**src/rtl/core/isr_pkg.sv**
```systemverilog
package isr_pkg;

    // Width of the radicand and of the root.
    localparam int INPUT_BITS = 32;
    localparam int ROOT_BITS  = (INPUT_BITS + 1) / 2;

    // The radicand is padded to an even width so that each cell takes two bits.
    localparam int PAD_BITS   = 2 * ROOT_BITS;

    // The partial remainder stays below twice the partial root plus one.
    localparam int REM_BITS   = ROOT_BITS + 2;

    // Data handed from one cell to the next.
    typedef struct packed {
        logic                vld;
        logic                zero;
        logic [PAD_BITS-1:0]  rad;
        logic [REM_BITS-1:0]  rem;
        logic [ROOT_BITS-1:0] root;
    } t_cell;

endpackage

```
**src/rtl/core/integer_square_root_floor_unit.sv**
```systemverilog
// A transaction accepted at the input passes through the chain of registered cells, one
// cell per root bit, and its root is shown at the output of the last cell, where it is
// taken when the output is not stalled.
// Throughput: one transaction per cycle while the output is not stalled; the whole
// chain of cells advances together and holds when the result waits.
// Reset: synchronous, active low; it clears the valid bit of every cell.
module integer_square_root_floor_unit
    import isr_pkg::*;
(
    input  logic                  i_clk,
    input  logic                  i_rst_n,
    input  logic                  i_valid,
    output logic                  o_stall,
    input  logic [INPUT_BITS-1:0] i_radicand,
    output logic                  o_valid,
    input  logic                  i_stall,
    output logic [ROOT_BITS-1:0]  o_root
);

    t_cell w_link [0:ROOT_BITS];
    logic  w_adv;

    // The chain moves when its last cell is empty or its result is taken.
    assign w_adv   = !w_link[ROOT_BITS].vld || !i_stall;
    assign o_stall = !w_adv;

    // Load the first cell with the padded radicand and cleared partial results.
    always_comb begin
        w_link[0].vld  = i_valid;
        w_link[0].zero = (i_radicand == '0);
        w_link[0].rad  = PAD_BITS'(i_radicand);
        w_link[0].rem  = '0;
        w_link[0].root = '0;
    end

    // One cell per root bit, most significant first.
    for (genvar g = 0; g < ROOT_BITS; g++) begin : g_cell
        isr_cell u_cell (
            .i_clk   (i_clk),
            .i_rst_n (i_rst_n),
            .i_adv   (w_adv),
            .i_d     (w_link[g]),
            .o_q     (w_link[g+1])
        );
    end

    // A zero radicand reports a root of one; its computed root is zero.
    assign o_valid = w_link[ROOT_BITS].vld;
    assign o_root  = w_link[ROOT_BITS].root | ROOT_BITS'(w_link[ROOT_BITS].zero);

endmodule

```
**src/rtl/core/isr_cell.sv**
```systemverilog
module isr_cell
    import isr_pkg::*;
(
    input  logic  i_clk,
    input  logic  i_rst_n,
    input  logic  i_adv,
    input  t_cell i_d,
    output t_cell o_q
);

    logic [REM_BITS+1:0]  w_cat;
    logic [REM_BITS+1:0]  w_trial;
    logic [REM_BITS+1:0]  w_diff;
    logic                 w_ge;
    t_cell                n_q;
    logic                 r_vld;
    t_cell                r_pay;

    // One digit step: bring down two radicand bits and try the next root bit.
    assign w_cat   = {i_d.rem, i_d.rad[PAD_BITS-1 -: 2]};
    assign w_trial = (REM_BITS + 2)'({i_d.root, 2'b01});
    assign w_ge    = (w_cat >= w_trial);
    assign w_diff  = w_cat - w_trial;

    always_comb begin
        n_q      = i_d;
        n_q.rad  = i_d.rad << 2;
        n_q.rem  = w_ge ? REM_BITS'(w_diff) : REM_BITS'(w_cat);
        n_q.root = ROOT_BITS'({i_d.root, w_ge});
    end

    // The valid bit is control state and is cleared by reset.
    always_ff @(posedge i_clk) begin
        if (!i_rst_n) begin
            r_vld <= 1'b0;
        end else if (i_adv) begin
            r_vld <= i_d.vld;
        end
    end

    // The payload moves whenever the chain advances.
    always_ff @(posedge i_clk) begin
        if (i_adv) begin
            r_pay <= n_q;
        end
    end

    always_comb begin
        o_q     = r_pay;
        o_q.vld = r_vld;
    end

endmodule

```
**config.mk**
```make
export PLATFORM = sky130hd
export DESIGN_NAME = integer_square_root_floor_unit
export DESIGN_NICKNAME = d
export VERILOG_FILES = /design/src/rtl/core/isr_pkg.sv /design/src/rtl/core/integer_square_root_floor_unit.sv /design/src/rtl/core/isr_cell.sv
export SDC_FILE = /design/constraint.sdc
export NUM_CORES = 1
export LEC_CHECK = 0
export ABC_AREA = 0
export BUFFER_PORTS_ARGS = -buffer_cell sky130_fd_sc_hd__buf_4
export CAP_MARGIN = 0
export CORE_UTILIZATION = 40
export CTS_BUF_LIST = sky130_fd_sc_hd__clkbuf_8
export CTS_CLUSTER_DIAMETER = 60
export DETAILED_ROUTE_END_ITERATION = 8
export GPL_TIMING_DRIVEN = 0
export PLACE_DENSITY = 0.56
export SYNTH_ARGS = -nofsm -noshare
export SYNTH_HDL_FRONTEND = slang
export SYNTH_SLANG_ARGS = --single-unit
```
**constraint.sdc**
```tcl
create_clock -name i_clk -period 59.3 [get_ports i_clk]
set_input_delay 11.86 -clock i_clk [delete_from_list [all_inputs] [get_ports i_clk]]
set_output_delay 11.86 -clock i_clk [all_outputs]
set_load 0.02 [all_outputs]
```
==> results.sh <==
export IMPL_grt_ovfl_total=0
export IMPL_drive_gt1_frac=0.103
export IMPL_drt_met1_wl_mm=23.8
export IMPL_hold_viol_final=0
export IMPL_startpoint_type="primary input"
export IMPL_finalWorstSetupSlack_ns=34.53
export IMPL_clk_latency_ns=0.75
export IMPL_slew_headroom=0.322
export IMPL_dr_first_iter_drc_count=1186
export IMPL_fp_row_count=100
export IMPL_cpMostUsedCell="buf_4"
export IMPL_fp_dieArea_sq_um=76400
export IMPL_cts_buffers_inserted=109
export IMPL_syn_num_nets=2470
export IMPL_irDropWorstVdd_mv=0.0205
export IMPL_critPathTopFamily="buffers and inverters"
export IMPL_clockRootBuffer="clkbuf_8"
export IMPL_route_detailed_drc=0
export IMPL_postCtsHoldBufs=0
export IMPL_p_sw_mw=0.333
export IMPL_syn_area_sq_um=30100
export IMPL_dieHeight_um=276
export IMPL_ys_seq_area_frac=0.650
export IMPL_rr_endpoint="g_cell[12].u_cell.o_q[24]"
export IMPL_drtAntennaViolNets=0
export IMPL_gp_routability_congestion=0.863
export IMPL_worstHoldPathCells=0
export IMPL_crit_type="primary input to output pin"
export IMPL_clock_sinks=658
export IMPL_grt_pass1_wl_mm=88.6
export IMPL_required_ns=47.44
export IMPL_vias=17700
export IMPL_cp_slowest_cell="buf_1"
export IMPL_htree_levels=3
export IMPL_power_frac_comb=0.176
export IMPL_synth_area_leader_cell="edfxtp_1"
export IMPL_post_synth_num_cell_types=76
export IMPL_firstDrtPassIters=5
export IMPL_holdCritStartpoint="g_cell[0].u_cell.o_q[40]"
export IMPL_tightest_slew_ns=1.01
export IMPL_fin_crit_ns=24.77
export IMPL_leakage_nw=13.9
export IMPL_crit_arrival_ns=12.91
export IMPL_critical_path_cell_chain="buf_4 > nand2_1 > clkinv_1 > buf_1 > buf_4"
export IMPL_pwr_share_clk=0.284
export IMPL_viasPerCell=5.05
export IMPL_dp_slack_ns=34.55
export IMPL_post_cts_buffers=0
export IMPL_top_layer_used="met4"
export IMPL_routedWlPerCell_um=15.3
export IMPL_clockBufferDepth=3
export IMPL_synth_async_reset_ratio=0
export IMPL_finalMaxSlewViolations=0
export IMPL_ys_flop_type="edfxtp_1"
export IMPL_core_area_sq_um=74400
export IMPL_io_buffers=53
export IMPL_p_seq_frac=0.541
export IMPL_ys_top_cells_by_area="edfxtp_1 (64%), ha_1 (6.4%), xnor2_1 (3.0%), a21oi_1 (2.4%), inv_1 (2.4%)"
export IMPL_wl_met2_mm=24.9
export IMPL_crit_path_end_kind="output pin"
export IMPL_switching_share=0.276
export IMPL_min_to="g_cell[1].u_cell.o_q[42]"
export IMPL_nNetsFinal=2644
export IMPL_wl_met3_mm=3.16
export IMPL_clk_pin_slew_ns=0.06
export IMPL_tns_ns=0
export IMPL_synth_edf_count=642
export IMPL_grt_util_all_layers=0.142
export IMPL_rsz0062_at_grt="no"
export IMPL_ys_seq_elements=658
export IMPL_cts_tree="done"
export IMPL_fmax_mhz=40.4
export IMPL_grt_max_degree=74
export IMPL_area_growth_pct=12.5
export IMPL_r2r_slack_ns=55.50
export IMPL_p_int_mw=0.874
export IMPL_synth_commonest_cells="edfxtp_1 (642), inv_1 (193), nor2_1 (160)"
export IMPL_dp_hpwl_mm=38.4
export IMPL_period_share=0.418
export IMPL_synth_top_area_frac=0.640
export IMPL_slowest_delay_ns=0.28
export IMPL_r2r_start="g_cell[11].u_cell.o_q[11]"
export IMPL_power_density_nw_per_um2=35.6
export IMPL_die_width_um=276
export IMPL_io_pins=54
export IMPL_setup_viol=0
export IMPL_fillers=6644
export IMPL_r2r_cells=9
export IMPL_cap_viol_max_count=0
export IMPL_postSynthCellCount=2281
export IMPL_grt_pass1_vias=17800
export IMPL_crit_buf_inv=4
export IMPL_crit_fanout=10
export IMPL_syn_avg_cell_area_sq_um=13.2
export IMPL_holdCritPathClass="flip-flop to flip-flop"
export IMPL_status="finished clean"
export IMPL_antenna_found_initial=2
export IMPL_ctsResizeCount=0
export IMPL_yosysWarnings=0
export IMPL_wl_mm=53.5
export IMPL_synth_most_common_cell="edfxtp_1"
export IMPL_fin_worst_skew_ns=0.0503
export IMPL_start_util=0.405
-- cell families (layout without fill, tap and decap cells) --
family	after synthesis	in the layout	synth area share
flops	658	658	0.650
simple gates	583	583	0.0975
compound gates	418	418	0.0872
buf+inv	242	486	0.0323
xor+xnor	184	184	0.0535
fa+ha+maj	153	153	0.0635
mux	42	42	0.0154
other cells	1	6	0.000124
-- worst reg2reg max path: stages, from the launching register on --
cell,delay (ns)
edfxtp_1,0.42
inv_1,0.07
ha_1,0.35
a21oi_1,0.26
nand2_1,0.09
nor4_1,0.47
o31ai_1,0.32
nor2_1,0.57
clkbuf_1,0.61
mux2_2,0.42
-- routing by layer --
layer,vias to the layer above,global-route usage
met5,-,0
met4,0,0.0629
met3,116,0.0309
met2,431,0.229
met1,8332,0.182
li1,8775,-
-- final cells by class --
cell class              count  area [sq um]  share of cell area
diodes                      5          12.5            0.000369
multi-input cells        1381          9560               0.282
flip-flops and latches    658         19600               0.578
clock buffers             109          1500              0.0443
inverters                 195           732              0.0216
repair buffers             63           673              0.0199
plain buffers              47           246             0.00727
clock inverters            72           353              0.0104
well taps                 969          1210              0.0358
-- state kept, by name (all words and copies together) (netlist names) --
signal,flops
g_cell.u_cell.r_vld,16
g_cell.u_cell.o_q,642
-- layout by cell type, fill, tap and decap left out, types with 7 or more instances in the layout --
cell / instances
a21o_1: 38
nor4b_1: 7
buf_4: 68
nor4_1: 34
inv_1: 232
or3_1: 29
nand2b_1: 26
a211oi_1: 13
mux2_2: 36
ha_1: 153
xor2_1: 81
nor2_1: 160
dfxtp_1: 16
clkbuf_1: 25
nor2b_1: 29
o21ai_0: 80
a31oi_1: 10
o21a_1: 34
nand3_1: 30
o211ai_1: 11
or2_2: 8
or4_1: 9
a21oi_1: 146
buf_16: 10
nand4_1: 18
nand2_1: 136
xnor2_1: 103
and3_1: 7
o31ai_1: 8
clkbuf_8: 109
o21bai_1: 8
a21boi_0: 20
nor3_1: 55
clkinv_1: 23
edfxtp_1: 642
-- power by group through the flow --
stage                     logic [mW]  registers (mW)  clock network, mW
after global routing           0.238           0.662              0.379
after CTS                      0.211           0.653              0.358
final                          0.212           0.652              0.343
after floorplan                0.167           0.644                  0
after global placement         0.205           0.660                  0
after detailed placement       0.210           0.662                  0
-- metrics by stage --
step                      utilization  cells  power, mW  area, sq um  hold WS [ns]
after global placement          0.426   3303      0.865        31700         0.400
after CTS                       0.455   3494       1.22        33900         0.383
after detailed placement        0.430   3313      0.872        32000         0.405
final                           0.455   3499       1.21        33900         0.398
after floorplan                     -   2281      0.811        30100         0.400
after global routing            0.455   3496       1.28        33900         0.411
-- worst max-delay path by stage --
stage / slack [ns] / endpoint / cells after the start / start
after CTS: 34.55 / o_stall / 5 / i_stall
after global routing: 34.43 / o_stall / 5 / i_stall
final: 34.53 / o_stall / 5 / i_stall
after floorplan: 28.57 / g_cell[0].u_cell.o_q[0] / 2 / i_stall
after detailed placement: 34.55 / o_stall / 5 / i_stall
after global placement: 22.23 / g_cell[9].u_cell.o_q[31] / 3 / i_stall
No activity file was read; power rests on OpenSTA's default activity.
